## config.mk

```make
export PLATFORM = sky130hd
export DESIGN_NAME = onb_div_pipe
export DESIGN_NICKNAME = d
export VERILOG_FILES = /design/src/design/onb_pkg.sv /design/src/design/onb_div_pipe.sv
export VERILOG_INCLUDE_DIRS = /design/src /design/src/design
export SDC_FILE = /design/constraint.sdc
export NUM_CORES = 1
export LEC_CHECK = 0
export BUFFER_PORTS_ARGS = -buffer_cell sky130_fd_sc_hd__buf_2
export CAP_MARGIN = 20
export CORE_MARGIN = 2
export CORE_UTILIZATION = 40
export CTS_CLUSTER_DIAMETER = 200
export CTS_CLUSTER_SIZE = 14
export DETAILED_ROUTE_END_ITERATION = 7
export GPL_TIMING_DRIVEN = 0
export SLEW_MARGIN = 20
export SYNTH_ARGS = -nofsm -noshare
export SYNTH_HDL_FRONTEND = slang
export SYNTH_SLANG_ARGS = --single-unit
```

## constraint.sdc

```tcl
create_clock -name clk_i -period 3.85 [get_ports clk_i]
set_input_delay 0.77 -clock clk_i [delete_from_list [all_inputs] [get_ports clk_i]]
set_output_delay 0.77 -clock clk_i [all_outputs]
set_load 0.02 [all_outputs]
```

## src/design/oren_nayar_brdf_eval_unit_macros.svh

```systemverilog
// Assertion helpers shared by the evaluation pipeline.
`ifndef OREN_NAYAR_BRDF_EVAL_UNIT_MACROS_SVH
`define OREN_NAYAR_BRDF_EVAL_UNIT_MACROS_SVH

`ifndef SYNTHESIS
`define ONB_ASSERT_IMP(lbl, clk, rstn, ante, cons) \
  lbl: assert property (@(posedge clk) disable iff (!rstn) (ante) |-> (cons)) \
    else $error("onb: implication check failed");
`define ONB_ASSERT_NXT(lbl, clk, rstn, ante, cons) \
  lbl: assert property (@(posedge clk) disable iff (!rstn) (ante) |=> (cons)) \
    else $error("onb: next-cycle check failed");
`else
`define ONB_ASSERT_IMP(lbl, clk, rstn, ante, cons)
`define ONB_ASSERT_NXT(lbl, clk, rstn, ante, cons)
`endif

`endif

```

## src/design/onb_pkg.sv

```systemverilog
`default_nettype none

package onb_pkg;

  localparam int DirW        = 16;
  localparam int DirFracBits = 14;
  localparam int SineW       = DirFracBits + 1;
  localparam int RadW        = 2 * DirFracBits + 1;
  localparam int SqW         = 2 * DirW - 1;
  localparam int TanW        = DirFracBits + 4;
  localparam int TanShW      = TanW - DirFracBits;
  localparam int SqStages    = SineW;
  localparam int DivStages   = TanW;

  localparam int CfgW        = 16;
  localparam int EpsW        = 15;
  localparam int CfgIdxW     = 3;
  localparam int OutW        = 20;

  localparam int TermW       = TanW + 1;
  localparam int InnerFullW  = CfgW + TermW + 1;
  localparam int InnerShift  = DirFracBits - 5;
  localparam int InnerW      = InnerFullW - InnerShift;
  localparam int AlbShift    = 19;
  localparam int ChanW       = CfgW + InnerW - AlbShift;
  localparam int InvPiW      = 31;
  localparam int InvPiShift  = 32;
  localparam int ScaledW     = ChanW + InvPiW - InvPiShift;

  localparam int NumChan     = 3;
  localparam int NumUnit     = 4;

  localparam logic [InvPiW-1:0] InvPiQ32 = 31'd1367130551;
  localparam logic [OutW-1:0]   OutMax   = '1;
  localparam logic [TanW-1:0]   TanMax   = '1;
  localparam logic [SineW-1:0]  OneQ     = SineW'(1) << DirFracBits;

  typedef enum logic [CfgIdxW-1:0] {
    REG_ALB_RED   = 3'd0,
    REG_ALB_GREEN = 3'd1,
    REG_ALB_BLUE  = 3'd2,
    REG_COEF_A    = 3'd3,
    REG_COEF_B    = 3'd4,
    REG_SINE_EPS  = 3'd5
  } onb_reg_e;

  // carried alongside the square-root stages
  typedef struct packed {
    logic signed [DirW-1:0] ox;
    logic signed [DirW-1:0] oz;
    logic signed [DirW-1:0] ix;
    logic signed [DirW-1:0] iz;
    logic [DirW-1:0]        aoy;
    logic [DirW-1:0]        aiy;
  } onb_sq_side_t;

  // carried alongside the divider stages
  typedef struct packed {
    logic [SineW-1:0]   sin_alpha;
    logic               gate;
    logic [NumUnit-1:0] neg;
  } onb_dv_side_t;

endpackage

`default_nettype wire

```

## src/design/onb_div_pipe.sv

```systemverilog
`default_nettype none
`include "oren_nayar_brdf_eval_unit_macros.svh"

// Pipelined restoring divider: (mag << DirFracBits) / den, one quotient bit per stage.
// over_o flags a quotient that does not fit in TanW bits (den of zero included).
module onb_div_pipe (
  input  logic                      clk_i,
  input  logic                      rst_ni,
  input  logic                      en_i,
  input  logic                      vld_i,
  input  logic [onb_pkg::DirW-1:0]  mag_i,
  input  logic [onb_pkg::DirW-1:0]  den_i,
  output logic                      vld_o,
  output logic [onb_pkg::TanW-1:0]  quo_o,
  output logic                      over_o
);
  import onb_pkg::*;

  localparam int RemW = DirW + 1;

  logic              vld_q  [DivStages];
  logic [TanW-1:0]   quo_q  [DivStages];
  logic [RemW-1:0]   rem_q  [DivStages];
  logic [DirW-1:0]   den_q  [DivStages];
  logic [TanShW-1:0] mlo_q  [DivStages];
  logic              over_q [DivStages];

  logic over_in;
  assign over_in = ({{TanShW{1'b0}}, mag_i} >= {den_i, {TanShW{1'b0}}});

  for (genvar s = 0; s < DivStages; s++) begin : g_step
    localparam int K = DivStages - 1 - s;
    logic              vld_p;
    logic [TanW-1:0]   quo_p;
    logic [RemW-1:0]   rem_p;
    logic [DirW-1:0]   den_p;
    logic [TanShW-1:0] mlo_p;
    logic              over_p;
    logic              bit_in;
    logic [RemW-1:0]   rem_sh;
    logic [RemW-1:0]   den_x;

    if (s == 0) begin : g_first
      assign vld_p  = vld_i;
      assign quo_p  = '0;
      assign rem_p  = RemW'(mag_i[DirW-1:TanShW]);
      assign den_p  = den_i;
      assign mlo_p  = mag_i[TanShW-1:0];
      assign over_p = over_in;
    end else begin : g_next
      assign vld_p  = vld_q[s-1];
      assign quo_p  = quo_q[s-1];
      assign rem_p  = rem_q[s-1];
      assign den_p  = den_q[s-1];
      assign mlo_p  = mlo_q[s-1];
      assign over_p = over_q[s-1];
    end

    if (K >= DirFracBits) begin : g_mag_bit
      assign bit_in = mlo_p[K-DirFracBits];
    end else begin : g_zero_bit
      assign bit_in = 1'b0;
    end

    assign rem_sh = {rem_p[RemW-2:0], bit_in};
    assign den_x  = {1'b0, den_p};

    always_ff @(posedge clk_i or negedge rst_ni) begin
      if (!rst_ni) begin
        vld_q[s] <= 1'b0;
      end else if (en_i) begin
        vld_q[s] <= vld_p;
      end
    end

    always_ff @(posedge clk_i) begin
      if (en_i) begin
        den_q[s]  <= den_p;
        mlo_q[s]  <= mlo_p;
        over_q[s] <= over_p;
        if (rem_sh >= den_x) begin
          rem_q[s] <= rem_sh - den_x;
          quo_q[s] <= {quo_p[TanW-2:0], 1'b1};
        end else begin
          rem_q[s] <= rem_sh;
          quo_q[s] <= {quo_p[TanW-2:0], 1'b0};
        end
      end
    end
  end

  assign vld_o  = vld_q[DivStages-1];
  assign quo_o  = quo_q[DivStages-1];
  assign over_o = over_q[DivStages-1];

  // a quotient in range leaves a remainder below the divisor
  `ONB_ASSERT_IMP(a_div_rem, clk_i, rst_ni, vld_q[DivStages-1] && !over_q[DivStages-1], rem_q[DivStages-1] < {1'b0, den_q[DivStages-1]})

endmodule

`default_nettype wire

```

== Word level (Yosys, flattened, before mapping) ==
Memory sizes are Yosys's and may differ from the RTL's.
Cells that the tools add are included.
Storage, ports and cells
  register bits: 18
  RAM bits: 1008
  bits of input ports: 36
  output and inout bits: 20
  memories kept: 5
Memory list
  quo_q: words 18, width 18, rd ports 18, clocked after memory_dff 0, write ports 18, line onb_div_pipe.sv:22  | logic [TanW-1:0] quo_q [DivStages];
  rem_q: words 18, width 17, rd ports 17, clocked after memory_dff 0, write ports 18, line onb_div_pipe.sv:23  | logic [RemW-1:0] rem_q [DivStages];
  den_q: words 18, width 16, rd ports 17, clocked after memory_dff 0, write ports 18, line onb_div_pipe.sv:24  | logic [DirW-1:0] den_q [DivStages];
  mlo_q: words 18, width 4, rd ports 17, clocked after memory_dff 0, write ports 18, line onb_div_pipe.sv:25  | logic [TanShW-1:0] mlo_q [DivStages];
  over_q: words 18, width 1, rd ports 18, clocked after memory_dff 0, write ports 18, line onb_div_pipe.sv:26  | logic over_q [DivStages];
Cells by class
  add/sub/neg operators: 18
  order comparisons: 19
  muxes and demuxes: 146
  bitwise operators: 36
Operator list (number)
  18-bit two-way mux: 18
  17-bit two-way mux: 18
  17-bit by 16-bit >= comparator with 1-bit output: 17
  17-bit by 16-bit subtractor with 17-bit output: 17
  1-bit two-way mux: 110
  1-bit bitwise OR: 36
  16-bit by 20-bit >= comparator with 1-bit output: 1
  13-bit by 16-bit subtractor with 17-bit output: 1
  13-bit by 16-bit >= comparator with 1-bit output: 1

== Longest topological paths before layout ==
An unclocked memory read counts as a cell.
  depth in word-level cells: 6
  gate-level depth with buffers: 12

== Least setup slack after synthesis ==
No wires, ideal clock.
  kind: input-to-reg
  start: input den_i[6] (netlist name)
  end: memory rem_q[0][10] (netlist name), data pin
  library setup time: 0.260 ns
  arrival time: 2.889 ns
  data required time: 3.590 ns
  path slack: 0.701 ns
  stages: 10
  buffers on the path: 1
  path through: inv_1 -> ha_1 -> a2111oi_0 -> a2111oi_0 -> o21ai_0 -> a21boi_1 -> o21ai_1 -> o21a_1 -> buf_2 -> mux2_2
RTL lines
  start, declared: line onb_div_pipe.sv:12  | input logic [onb_pkg::DirW-1:0] den_i,
  end, declared: line onb_div_pipe.sv:23

==> flow_metrics.tcl <==
set metrics [dict create \
    cts_setup_buffers 0 \
    insertion_delay_ns 0.67 \
    finalPower_mw 31.68 \
    first_pass_iters 7 \
    placedCellCount 4777 \
    avgSynthCellArea_sq_um 12.11 \
    tritoncts "yes" \
    initial_core_util_pct 40.45 \
    worst_slew_pin_slew_ns 1.019 \
    switching_share_pct 34.93 \
    cp_max_fo 44 \
    setup_violations 0 \
    fp.dieW_microns 322.7 \
    synth_seq_cells 757 \
    rows 116 \
    yosys_warnings 0 \
    hold_path_class "in2reg" \
    final_cells 4860 \
    ant_nets 0 \
    yosys-top-cells-count "edfxtp_1 (737), inv_1 (350), ha_1 (296)" \
    clock-sinks 757 \
    cts-root-buf "clkbuf_16" \
    grt_pass1_wl_microns 134000 \
    remaining_drc_errors 0 \
    maxSlewHeadroom_pct 31.19 \
    antenna_cells 0 \
    drv_cap 0 \
    ir_worst_vdd_mv 0.4713 \
    ys_types 86 \
    antenna_found_initial 0 \
    viasPerCell 5.237 \
    synth_edf_count 737 \
    path_clk_slew_ns 0.07 \
    worstSetupPathType "in2reg" \
    power_density_mw_per_mm2 710.9 \
    multi_input_area_sq_mm 0.01639 \
    finalSetupTns_ns 0 \
    p_clk_share_pct 18.0 \
    synth.area.top_cells "edfxtp_1 (54%), ha_1 (9.1%), mux2_2 (4.0%)" \
    status "complete, no violations" \
    fin_crit_sh_pct 93.43 \
    synthesis.nets 3704 \
    syn-instance-count 3355 \
    intPower_mw 20.62 \
    required_ns 4.24 \
    area_growth_pct 9.711 \
    post-route-util_pct 44.37 \
    skew_ns 0.03327 \
    core-area_sq_mm 0.1004 \
    p_leak_nw 17.78 \
    synth_seq_area_share_pct 55.69 \
    syn_area_sq_mm 0.04062 \
    fmax_mhz 278.0 \
    cp-end-kind "register" \
    async_reset_ff_share_pct 2.378 \
    track_usage_pct 16.09 \
    cts.path.max_buffers 3 \
    yosysTopAreaCellShare_pct 54.48 \
    overflow 0 \
    slew_viol_final 0 \
    die_y_microns 322.7 \
    period_needed_ns 3.597 \
    fin_ws_ns 0.2529 \
    seq_area_sq_mm 0.02262 \
    gp_congestion 0.8867 \
    p_switching_mw 11.07 \
    synth.most_common_cell "edfxtp_1" \
    cts_buffers 60 \
    pwr-share-seq_pct 39.9 \
    synth_flop_cell "edfxtp_1" \
    hpwl_microns 63610 \
    drt_iter0_markers 1856 \
    place.port_buffers 55 \
    pre_cts_ws_ns -0.9077 \
    num_io_pins 56 \
    grt_max_degree 90 \
    rsz0062_at_grt "no" \
    power_frac_comb_pct 42.2 \
    die_area_sq_mm 0.1041 \
    wl_per_cell_microns 17.35 \
    fillers 9355 \
    drt-total-wl_microns 84300 \
    fin_nets 3833 \
    htree_levels 2 \
    yosysTopAreaCell "edfxtp_1" \
    drive_above_1_share_pct 9.763 \
    hold_viol_final 0 \
    critPathArrivalTime_ns 3.99 \
    grt_pass1_vias 24650 \
    cp-start-kind "input port" \
    vias 25450 \
]
[final timing paths]
kind / from / end / slack [ns] / cells past startpoint
worst min register to register: quo_q[5][1] / quo_q[5][20] / 0.40 / 0
worst min-delay path: den_i[11] / den_q[0][11] / 0.31 / 1
worst max-delay path: en_i / rem_q[2][30] / 0.25 / 11
min in group asynchronous: rst_ni / vld_o / 0.64 / 2
worst max register to register: den_q[8][10] / rem_q[4][27] / 0.26 / 8
max in group asynchronous: rst_ni / g_step[13].vld_p / 2.93 / 2
[worst max-delay path: stages]
cell and delay, ns:
buf_8 0.33, buf_16 0.27, inv_2 0.12, clkbuf_1 0.36, clkbuf_4 0.39, or3_1 0.48, a221oi_1 0.29, o41ai_2 0.27
clkbuf_1 0.35, nor2_1 0.18, a21oi_1 0.05
[area by class of cell]
cell class | count | area share, %
clock buffer | 77 | 3.512
timing repair buffer | 67 | 1.286
buffer | 65 | 0.6962
inverter | 352 | 2.965
tap | 1357 | 3.810
multi-input combinational | 2181 | 36.78
clock inverter | 4 | 0.1909
sequential | 757 | 50.76
[per-stage QoR]
step / hold WS [ns] / area [sq um]
CTS: 0.2743 / 44540
floorplan: 0.4003 / 40620
global route: 0.2917 / 44570
global placement: 0.4005 / 42600
finish: 0.3104 / 44570
detailed placement: 0.4045 / 42880
[state kept, by name (all words and copies together), names as in the netlist]
signal	count
den_q	272
over_q	18
vld_o	1
g_step.vld_p	17
mlo_q	6
quo_q	171
rem_q	272
[cells in the final DEF, fill, tap and decap left out, drive strengths merged, types with 18 or more instances in the layout]
cell type    n
dfrtp       18
nand2      175
and2        36
a21o        86
clkbuf     127
nand3       30
xnor2       98
nand2b      47
mux2       174
buf         81
o21bai      20
a211oi      34
o31ai       25
nand4       39
mux2i       19
o21ai      191
or3         29
a21oi      209
xor2        63
a31oi       28
ha         296
o21a        59
nor3        56
inv        353
o211ai      29
edfxtp     737
nor2b       46
nor2       188
[routing by layer]
| layer | up-vias | track usage (%) | share of wire [%] |
|---|---|---|---|
| li1 | 12660 | - | - |
| met1 | 12280 | 22.29 | 47 |
| met2 | 409 | 26.86 | 47 |
| met3 | 110 | 2.041 | 3.7 |
| met4 | 0 | 3.814 | 2.0 |
| met5 | - | 0 | 0 |
[cells by family (layout without fill, tap and decap cells)]
kind of cell | after synthesis | after routing | share of synthesized area [%]
compound gates | 810 | 810 | 13.14
mux | 193 | 193 | 5.347
buf+inv | 417 | 565 | 3.958
simple gates | 704 | 704 | 8.439
xor+xnor | 161 | 161 | 3.471
fa+ha+maj | 313 | 313 | 9.955
flops | 757 | 757 | 55.69
[power groups by stage]
stage | clock network (mW) | logic (mW) | registers [mW]
4_1_cts | 5.88 | 13.3 | 12.7
3_3_place_gp | 0 | 13.1 | 12.9
3_5_place_dp | 0 | 13.2 | 12.8
6_report | 5.69 | 13.4 | 12.6
5_1_grt | 6.15 | 15.0 | 12.8
2_1_floorplan | 0 | 10.5 | 12.4
[timing repair]
item,CTS,global route
hold endpoints to repair,7,0
resized for setup,2,0
setup endpoints to repair,18,17
hold buffers,1,0
gates cloned,0,1
Note: power is estimated with default switching activity, not from simulation.
