==> config.mk <==
export PLATFORM = sky130hd
export DESIGN_NAME = onb_sqrt_pipe
export DESIGN_NICKNAME = d
export VERILOG_FILES = /design/src/design/onb_pkg.sv /design/src/design/onb_sqrt_pipe.sv
export VERILOG_INCLUDE_DIRS = /design/src /design/src/design
export SDC_FILE = /design/constraint.sdc
export NUM_CORES = 1
export LEC_CHECK = 0
export ABC_AREA = 0
export BUFFER_PORTS_ARGS = -buffer_cell sky130_fd_sc_hd__buf_2
export CORE_ASPECT_RATIO = 1.25
export CORE_MARGIN = 4
export CORE_UTILIZATION = 45
export DETAILED_ROUTE_END_ITERATION = 7
export SKIP_LAST_GASP = 1
export SLEW_MARGIN = 15
export SYNTH_ARGS = -nofsm -noshare
export SYNTH_HDL_FRONTEND = slang
export SYNTH_SLANG_ARGS = --single-unit
export TNS_END_PERCENT = 5
==> constraint.sdc <==
create_clock -name clk_i -period 2.7 [get_ports clk_i]
set_input_delay 0.135 -clock clk_i [delete_from_list [all_inputs] [get_ports clk_i]]
set_output_delay 0.135 -clock clk_i [all_outputs]
set_load 0.005 [all_outputs]
==> src/design/oren_nayar_brdf_eval_unit_macros.svh <==
// Assertion helpers shared by the evaluation pipeline.
`ifndef OREN_NAYAR_BRDF_EVAL_UNIT_MACROS_SVH
`define OREN_NAYAR_BRDF_EVAL_UNIT_MACROS_SVH

`ifndef SYNTHESIS
`define ONB_ASSERT_IMP(lbl, clk, rstn, ante, cons) \
  lbl: assert property (@(posedge clk) disable iff (!rstn) (ante) |-> (cons)) \
    else $error("onb: implication check failed");
`define ONB_ASSERT_NXT(lbl, clk, rstn, ante, cons) \
  lbl: assert property (@(posedge clk) disable iff (!rstn) (ante) |=> (cons)) \
    else $error("onb: next-cycle check failed");
`else
`define ONB_ASSERT_IMP(lbl, clk, rstn, ante, cons)
`define ONB_ASSERT_NXT(lbl, clk, rstn, ante, cons)
`endif

`endif

==> src/design/onb_pkg.sv <==
`default_nettype none

package onb_pkg;

  localparam int DirW        = 16;
  localparam int DirFracBits = 14;
  localparam int SineW       = DirFracBits + 1;
  localparam int RadW        = 2 * DirFracBits + 1;
  localparam int SqW         = 2 * DirW - 1;
  localparam int TanW        = DirFracBits + 4;
  localparam int TanShW      = TanW - DirFracBits;
  localparam int SqStages    = SineW;
  localparam int DivStages   = TanW;

  localparam int CfgW        = 16;
  localparam int EpsW        = 15;
  localparam int CfgIdxW     = 3;
  localparam int OutW        = 20;

  localparam int TermW       = TanW + 1;
  localparam int InnerFullW  = CfgW + TermW + 1;
  localparam int InnerShift  = DirFracBits - 5;
  localparam int InnerW      = InnerFullW - InnerShift;
  localparam int AlbShift    = 19;
  localparam int ChanW       = CfgW + InnerW - AlbShift;
  localparam int InvPiW      = 31;
  localparam int InvPiShift  = 32;
  localparam int ScaledW     = ChanW + InvPiW - InvPiShift;

  localparam int NumChan     = 3;
  localparam int NumUnit     = 4;

  localparam logic [InvPiW-1:0] InvPiQ32 = 31'd1367130551;
  localparam logic [OutW-1:0]   OutMax   = '1;
  localparam logic [TanW-1:0]   TanMax   = '1;
  localparam logic [SineW-1:0]  OneQ     = SineW'(1) << DirFracBits;

  typedef enum logic [CfgIdxW-1:0] {
    REG_ALB_RED   = 3'd0,
    REG_ALB_GREEN = 3'd1,
    REG_ALB_BLUE  = 3'd2,
    REG_COEF_A    = 3'd3,
    REG_COEF_B    = 3'd4,
    REG_SINE_EPS  = 3'd5
  } onb_reg_e;

  // carried alongside the square-root stages
  typedef struct packed {
    logic signed [DirW-1:0] ox;
    logic signed [DirW-1:0] oz;
    logic signed [DirW-1:0] ix;
    logic signed [DirW-1:0] iz;
    logic [DirW-1:0]        aoy;
    logic [DirW-1:0]        aiy;
  } onb_sq_side_t;

  // carried alongside the divider stages
  typedef struct packed {
    logic [SineW-1:0]   sin_alpha;
    logic               gate;
    logic [NumUnit-1:0] neg;
  } onb_dv_side_t;

endpackage

`default_nettype wire

==> src/design/onb_sqrt_pipe.sv <==
`default_nettype none
`include "oren_nayar_brdf_eval_unit_macros.svh"

// Pipelined integer square root, one result bit per stage.
module onb_sqrt_pipe (
  input  logic                       clk_i,
  input  logic                       rst_ni,
  input  logic                       en_i,
  input  logic                       vld_i,
  input  logic [onb_pkg::RadW-1:0]   rad_i,
  output logic                       vld_o,
  output logic [onb_pkg::SineW-1:0]  root_o
);
  import onb_pkg::*;

  localparam int RemW = SineW + 3;
  localparam int PadW = 2 * SineW;

  logic             vld_q  [SqStages];
  logic [SineW-1:0] root_q [SqStages];
  logic [RemW-1:0]  rem_q  [SqStages];
  logic [PadW-1:0]  rad_q  [SqStages];

  for (genvar s = 0; s < SqStages; s++) begin : g_step
    localparam int K = SqStages - 1 - s;
    logic             vld_p;
    logic [SineW-1:0] root_p;
    logic [RemW-1:0]  rem_p;
    logic [PadW-1:0]  rad_p;
    logic [RemW-1:0]  rem_sh;
    logic [RemW-1:0]  trial;

    if (s == 0) begin : g_first
      assign vld_p  = vld_i;
      assign root_p = '0;
      assign rem_p  = '0;
      assign rad_p  = PadW'(rad_i);
    end else begin : g_next
      assign vld_p  = vld_q[s-1];
      assign root_p = root_q[s-1];
      assign rem_p  = rem_q[s-1];
      assign rad_p  = rad_q[s-1];
    end

    assign rem_sh = {rem_p[RemW-3:0], rad_p[2*K+1 -: 2]};
    assign trial  = RemW'({root_p, 2'b01});

    always_ff @(posedge clk_i or negedge rst_ni) begin
      if (!rst_ni) begin
        vld_q[s] <= 1'b0;
      end else if (en_i) begin
        vld_q[s] <= vld_p;
      end
    end

    always_ff @(posedge clk_i) begin
      if (en_i) begin
        rad_q[s] <= rad_p;
        if (rem_sh >= trial) begin
          rem_q[s]  <= rem_sh - trial;
          root_q[s] <= {root_p[SineW-2:0], 1'b1};
        end else begin
          rem_q[s]  <= rem_sh;
          root_q[s] <= {root_p[SineW-2:0], 1'b0};
        end
      end
    end
  end

  assign vld_o  = vld_q[SqStages-1];
  assign root_o = root_q[SqStages-1];

  // leftover must stay below the next square
  `ONB_ASSERT_IMP(a_sqrt_rem, clk_i, rst_ni, vld_q[SqStages-1], rem_q[SqStages-1] <= (RemW'(root_q[SqStages-1]) << 1))

endmodule

`default_nettype wire

* After elaboration in Yosys (flattened, before gate mapping)
Memories as Yosys holds them, arrays and structs flattened.
Index checks and enable logic that the tools add are counted.
** Word-level totals
- Word-level logic and storage cells :: 200
- Memories kept :: 3
- Input port bits :: 33
- Bits in writable memories :: 945
- Output and inout bits :: 16
- Bits in registers :: 15
** Memories
- rad_q :: depth 15, bits a word 30, read ports 14, clocked after Yosys merged registers in 0, write ports 15, RTL line onb_sqrt_pipe.sv:22 : logic [PadW-1:0] rad_q [SqStages];
- rem_q :: depth 15, bits a word 18, read ports 14, clocked after Yosys merged registers in 0, write ports 15, RTL line onb_sqrt_pipe.sv:21 : logic [RemW-1:0] rem_q [SqStages];
- root_q :: depth 15, bits a word 15, read ports 15, clocked after Yosys merged registers in 0, write ports 15, RTL line onb_sqrt_pipe.sv:20 : logic [SineW-1:0] root_q [SqStages];
** Cells by class
- Bitwise gates (word level) :: 30
- $lt $le $gt $ge :: 15
- Add/subtract/negate cells :: 15
- Mux-type cells :: 122
** Operators by type and width (count)
- $mux W18 :: 15
- $ge A18 B17 Y1 :: 14
- $sub A18 B17 Y18 :: 14
- $mux W15 :: 15
- $mux W1 :: 92
- $or A1 B1 Y1 :: 30
- $sub A1 B1 Y2 const B :: 1
- $ge A1 B1 Y1 const B :: 1

* Depth between registers and ports, before layout
Gate-level depths: netlist of the first run.
An unclocked memory read counts as a cell.
- Depth in word-level cells :: 6
- Depth in mapped cells :: 11
- Mapped depth without buffers :: 10

* Least setup slack after synthesis of the first run
No wires, ideal clock.
- Kind :: reg-to-reg
- Start :: memory rem_q[1][78] in the netlist's numbering
- End :: memory rem_q[1][103] in the netlist's numbering (data pin)
- Arrival :: 2.329 ns
- Path buffers :: 2
- Library setup time :: 0.282 ns
- Slack :: 0.089 ns
- Stages on the path, launching flop included :: 10
- Required time :: 2.418 ns
- Cell sequence :: edfxtp_1 > ha_1 > and2_1 > nand3_1 > or4_1 > nand3_1 > a221o_1 > clkbuf_1 > clkbuf_1 > a41oi_1
** RTL lines (RTL line)
- start: declaration :: onb_sqrt_pipe.sv:21

==> results_dict.tcl, run 1 <==
set metrics [dict create \
    outcome "complete, but fails checks" \
    violations "setup timing" \
    fin_skew_ns 0.00976 \
    synth-seq-cells 548 \
    rsz0062_at_grt "true" \
    num-fill-cells 4603 \
    hold_path_class "in2reg" \
    clkLatencyLatePin_ns 0.59 \
    h-tree-depth 2 \
    finalNetCount 2213 \
    route.detailed.drc 0 \
    max_slew_margin_pct 41.9 \
    setup_violations 4 \
    required_ns 3.04 \
    die_h_um 271 \
    r2r_slack_ns -0.11 \
    core_region_area_mm2 0.0549 \
    synth_area_mm2 0.0250 \
    synthCells 1848 \
    cts.sink_count 548 \
    slowest_delay_ns 0.47 \
    avgViaCountPerCell 5.16 \
    drtIter0Drc 879 \
    async_reset_ff_share_pct 2.74 \
    cp.arrival_ns 3.15 \
    gp_congestion 0.904 \
    synthAdderAreaFrac_pct 6.72 \
    synth.area.top_cells "edfxtp_1, ha_1, xnor2_1" \
    die_w_um 219 \
    grt_pass1_wl_um 73600 \
    io_pins 49 \
    clk_pin_slew_ns 0.06 \
    postRouteAntennaNets 0 \
    timing.rr.end "rem_q[1][68]$_DFFE_PP_" \
    yosysUniqueCellTypes 66 \
    rows 96 \
    yosysTopAreaCell "edfxtp_1" \
    pre_cts_ws_ns -0.194 \
    power.leakage_nw 11.3 \
    cp-end-kind "flip-flop" \
    post_drt_wl_per_cell_um 16.0 \
    hold_violations 0 \
    fin_crit_ns 2.81 \
    antenna_found_initial 0 \
    cts_made_buffers 54 \
    crit_start "rem_q[1][40]$_DFFE_PP_" \
    via_count 14600 \
    ys_warn_count 0 \
    hpwl_um 32300 \
    crit_fanout 4 \
    routed_wl_um 45300 \
    overflow 0 \
    synth-compound-area-share_pct 7.99 \
    reg2regPathDepth 8 \
    syn_nets 2015 \
    vdd.ir_drop.worst_mv 0.517 \
    maxCapViolCount 0 \
    synth-edff-count 532 \
    grt_pass1_vias 15000 \
    synth_top_family_by_area "simple AND/OR/NAND/NOR gates" \
    r2r-start "rem_q[1][40]$_DFFE_PP_" \
    insertedDiodeCount 0 \
    cts_tree "done" \
    yosysMostFrequentCell "edfxtp_1" \
    slew_viol_final 0 \
    clockBufferDepth 3 \
    cts_root_buf "clkbuf_16" \
    finalCritPeriodShare_pct 104 \
    synth_top_area_share_pct 64.0 \
    endpoint "rem_q[1][68]$_DFFE_PP_" \
    slowest_stage "a2111oi_1" \
    portBuffers 48 \
    start_util_pct 45.5 \
    syn_to_final_growth_pct 16.4 \
    fmax_mhz 356 \
    worst_slack_ns -0.109 \
    path_cells "ha_1 > a21oi_1 > a21boi_0 > a311oi_1 > buf_4 > o21ai_0 > a2111oi_1 > mux2_2" \
    grt_start_max_net_pins 152 \
    yosys.area_share.simple_pct 9.25 \
    crit_type "reg2reg" \
    track_usage_pct 15.3 \
    ys.flop_type "edfxtp_1" \
    powerDensity_mw_per_mm2 776 \
    fp.dieArea_mm2 0.0593 \
    ys_seq_area_share_pct 65.6 \
    synth_xor_area_share_pct 5.37 \
    syn_area_per_cell_um2 13.5 \
    ys_top_cells_by_count "edfxtp_1, inv_1, ha_1, nor2_1, nand2_1" \
    startpoint_type "flip-flop" \
    worst_slew_pin_slew_ns 0.871 \
    tns_ns -0.186 \
    synth.area.mux_share_pct 2.10 \
    drt_pre_antenna_iters 5 \
    drive_gt1_share_pct 15.0 \
]
[metrics by stage]
step           util, %  hold slack [ns]  instances  instance area (µm²)  power [W]
6_report          52.9            0.102       2827                29000     0.0225
5_1_grt           52.9           0.0796       2827                29000     0.0237
3_3_place_gp      48.8           0.0405       2693                26800     0.0148
4_1_cts           52.8           0.0639       2827                29000     0.0228
3_5_place_dp      48.8           0.0495       2693                26800     0.0149
2_1_floorplan        -           -0.161       1848                25000     0.0137
[cells by family (layout without fill, tap and decap cells)]
group	Yosys count	in the layout
AOI/OAI and AO/OA	323	323
DFF	548	548
adders and majority gates	134	134
xor gates and xnor gates	153	153
muxes	47	47
and+or+nand+nor	448	448
buffers and inverters	195	439
[placed cells by master (no fill, tap or decap), drive strengths merged, types with 10 or more instances in the layout]
cell and n:
a21boi 10, a21o 27, a21oi 97, and2 15, and3 10, buf 150, clkbuf 65, clkinv 25
dfrtp 15, dlygate4sd3 32, edfxtp 532, ha 134, inv 159, mux2 42, nand2 99, nand2b 28
nand3 28, nand4 13, nor2 109, nor2b 20, nor3 37, nor4 25, o21a 19, o21ai 94
o31ai 10, or3 16, xnor2 82, xor2 71
[how the worst min path moves through the flow]
| stage | start | endpoint | depth (start not counted) |
|---|---|---|---|
| detailed placement | rst_ni | g_step[2].vld_p$_DFFE_PN0P_ | 1 |
| global placement | rst_ni | g_step[1].vld_p$_DFFE_PN0P_ | 1 |
| floorplan | rst_ni | g_step[10].vld_p$_DFFE_PN0P_ | 0 |
| CTS | en_i | rem_q[0][65]$_DFFE_PP_ | 2 |
| global route | en_i | rem_q[0][69]$_DFFE_PP_ | 2 |
| finish | en_i | rem_q[0][90]$_DFFE_PP_ | 2 |
[routing by layer]
metal | track usage (%) | wire length, µm | vias up | part of all wire [%]
met4 | 7.75 | 2420 | 0 | 5.3
met5 | 0 | 0 | - | 0
li1 | - | - | 7214 | -
met1 | 15.8 | 16400 | 7014 | 36
met3 | 2.41 | 1340 | 136 | 3.0
met2 | 29.6 | 25200 | 230 | 56
[worst max-delay path, delay by kind of cell (launching register included)]
family / cells / cell delay [ns]
mux: 1 / 0.39
buf+inv: 1 / 0.18
fa+ha+maj: 1 / 0.34
compound gates: 5 / 1.25
flops: 1 / 0.39
[sequential cells by signal, indices dropped and copies added (netlist names)]
signal and cells:
g_step.vld_p 14, root_q 120, rad_q 210, rem_q 203, vld_o 1
[where the power goes]
part	total, W	switching, W	internal, W
Sequential	0.0111	0.000537	0.0106
Combinational	0.00372	0.00195	0.00176
Clock	0.00768	0.00319	0.00450
Total	0.0225	0.00568	0.0169
[cell type report]
cell class / count / area, µm² / area share (%)
sequential: 548 / 16400 / 56.4
clock buffer: 65 / 1480 / 5.09
inverter: 155 / 582 / 2.00
clock inverter: 37 / 368 / 1.27
tap: 735 / 920 / 3.17
timing repair buffer: 182 / 1390 / 4.78
multi-input combinational: 1105 / 7930 / 27.3
[what timing repair did]
| item | in CTS | in global routing |
|---|---|---|
| setup endpoints to repair | 36 | 47 |
| resized for setup | 6 | 14 |
| hold buffers | 32 | 0 |
| buffers inserted | 0 | 0 |
| hold endpoints to repair | 47 | 0 |
Power figures use the tool's default switching activity.
==> inputs of run 2 (changes only) <==
==> constraint.sdc (replaced) <==
create_clock -name clk_i -period 2.7 [get_ports clk_i]
set_input_delay 0 -clock clk_i [delete_from_list [all_inputs] [get_ports clk_i]]
set_output_delay 0 -clock clk_i [all_outputs]
set_load 0.005 [all_outputs]
==> run 2 against run 1 <==
  * The flow now finishes without violations
  * Non-clock buffer count down 6
  * Count of clock-buffer cells in the layout grew 3
  * Fmax rose by 4.9%
  * Sequential power hardly changed
  * Die area stayed put
  * Sequential cell count did not move
  * Setup slack improved by 0.13 ns
  * Critical endpoint is now rem_q[1][100]$_DFFE_PP_
==> results_dict.tcl, run 2 (synthesized netlist as in run 1, its figures left out) <==
set metrics [dict create \
    outcome "completed" \
    die_w_um 219 \
    powerDensity_mw_per_mm2 760 \
    cts_made_buffers 53 \
    h-tree-depth 2 \
    regArea_mm2 0.0164 \
    largest_register "rad_q" \
    gp_congestion 0.924 \
    slew_viol_final 0 \
    fp.dieArea_mm2 0.0593 \
    clockBufferDepth 3 \
    rows 96 \
    crit_start "rem_q[1][73]$_DFFE_PP_" \
    cp-end-kind "flip-flop" \
    avgViaCountPerCell 5.16 \
    rsz0062_at_grt "true" \
    syn_to_final_growth_pct 15.4 \
    io_pins 49 \
    total_power_w 0.0219 \
    drtIter0Drc 751 \
    die_h_um 271 \
    pre_cts_ws_ns -0.118 \
    fin_crit_ns 2.68 \
    startpoint_type "flip-flop" \
    post_drt_wl_per_cell_um 16.0 \
    cts.sink_count 548 \
    drive_gt1_share_pct 13.9 \
    antenna_found_initial 0 \
    portBuffers 48 \
    power.leakage_nw 11.1 \
    insertedDiodeCount 0 \
    grt_pass1_wl_um 72700 \
    final_common_cell "edfxtp_1" \
    top_regs "rad_q (210), rem_q (203), root_q (120)" \
    hp-start "rad_i[25]" \
    start_util_pct 45.5 \
    grt_start_max_net_pins 76 \
    multi_input_area_mm2 0.00796 \
    maxCapViolCount 0 \
    worst_slew_pin_slew_ns 0.910 \
    vdd.ir_drop.worst_mv 0.628 \
    setup_violations 0 \
    worst_slack_ns 0.0233 \
    clkLatencyLatePin_ns 0.59 \
    required_ns 3.02 \
    cp.arrival_ns 3.00 \
    hold_violations 0 \
    max_slew_margin_pct 39.4 \
    finalCritPeriodShare_pct 99.1 \
    crit_fanout 5 \
    routed_wl_um 45000 \
    hpwl_um 31900 \
    drt_pre_antenna_iters 5 \
    largest_reg_flops 210 \
    r2r-start "rem_q[1][73]$_DFFE_PP_" \
    crit_type "reg2reg" \
    finalNetCount 2206 \
    layout_common_cells "edfxtp_1, inv_1, ha_1" \
    cts_root_buf "clkbuf_16" \
    grt_pass1_vias 15200 \
    hold_path_class "in2reg" \
    fin_skew_ns 0.0236 \
    postRouteAntennaNets 0 \
    clk_pin_slew_ns 0.06 \
    num-fill-cells 4615 \
    overflow 0 \
    route.detailed.drc 0 \
    via_count 14500 \
    core_region_area_mm2 0.0549 \
    track_usage_pct 15.1 \
    cts_tree "done" \
    fmax_mhz 374 \
]
==> run 2: cell types whose count changed in the layout (fill, tap and decap cells not counted), sizes merged <==
cell	change
bufinv	-2
inv	-4
clkinv	-7
buf	-7
clkbuf	+3
dlygate4sd3	+1
==> run 2: path summary, 6_finish.rpt <==
kind / to / slack, ns / cells after the start
max in group asynchronous: g_step[6].vld_p$_DFFE_PN0P_ / 1.80 / 3
min reg2reg: rad_q[0][180]$_DFFE_PP_ / 0.40 / 0
max reg2reg: rem_q[1][100]$_DFFE_PP_ / 0.02 / 9
max: rem_q[1][100]$_DFFE_PP_ / 0.02 / 9
min in group asynchronous: g_step[12].vld_p$_DFFE_PN0P_ / 0.50 / 3
min: rad_q[0][25]$_DFFE_PP_ / 0.12 / 2
==> run 2: area by class of cell <==
class | instances | area share [%]
clock inverters | 24 | 0.769
repair buffers | 176 | 4.64
flip-flops and latches | 548 | 56.9
clock buffers | 68 | 4.88
multi-input cells | 1105 | 27.6
inverters | 155 | 2.02
well taps | 735 | 3.19
==> run 2: worst max-delay path, cell delays in order (launching register included) <==
cell and delay, ns:
edfxtp_1 0.39, ha_1 0.44, nor2_1 0.07, a211oi_1 0.24, nor2_1 0.15, buf_4 0.16
o21ai_0 0.33, a21boi_0 0.21, xnor2_1 0.16, mux2_2 0.26
==> run 2: stage by stage <==
step	utilization, %	hold WS, ns	cell area (µm²)	std cells	setup TNS [ns]
global route	52.4	0.100	28800	2811	-1.20
CTS	52.2	0.0810	28700	2809	-0.357
detailed placement	48.6	-0.0896	26700	2684	-0.507
global placement	48.6	-0.0944	26700	2684	-0.170
finish	52.4	0.117	28800	2811	0
floorplan	-	-0.296	25000	1848	0
==> run 2: repair_timing <==
item | 4_1_cts | 5_1_grt
setup endpoints to repair | 24 | 57
pin swaps | 0 | 4
hold buffers | 33 | 0
resized for setup | 3 | 24
buffers inserted | 0 | 2
endpoints found under the hold margin | 68 | 0
==> run 2: layer usage <==
metal / part of all wire (%) / global-route usage, % / up-vias
met5: 0 / 0 / -
met4: 3.8 / 6.11 / 0
met3: 3.0 / 2.49 / 104
met2: 55 / 29.4 / 218
met1: 38 / 15.8 / 7004
li1: - / - / 7180
==> run 2: power by group <==
| part | internal [W] | switching (W) |
|---|---|---|
| Sequential | 0.0106 | 0.000554 |
| Combinational | 0.00174 | 0.00195 |
| Clock | 0.00403 | 0.00301 |
| Total | 0.0164 | 0.00551 |
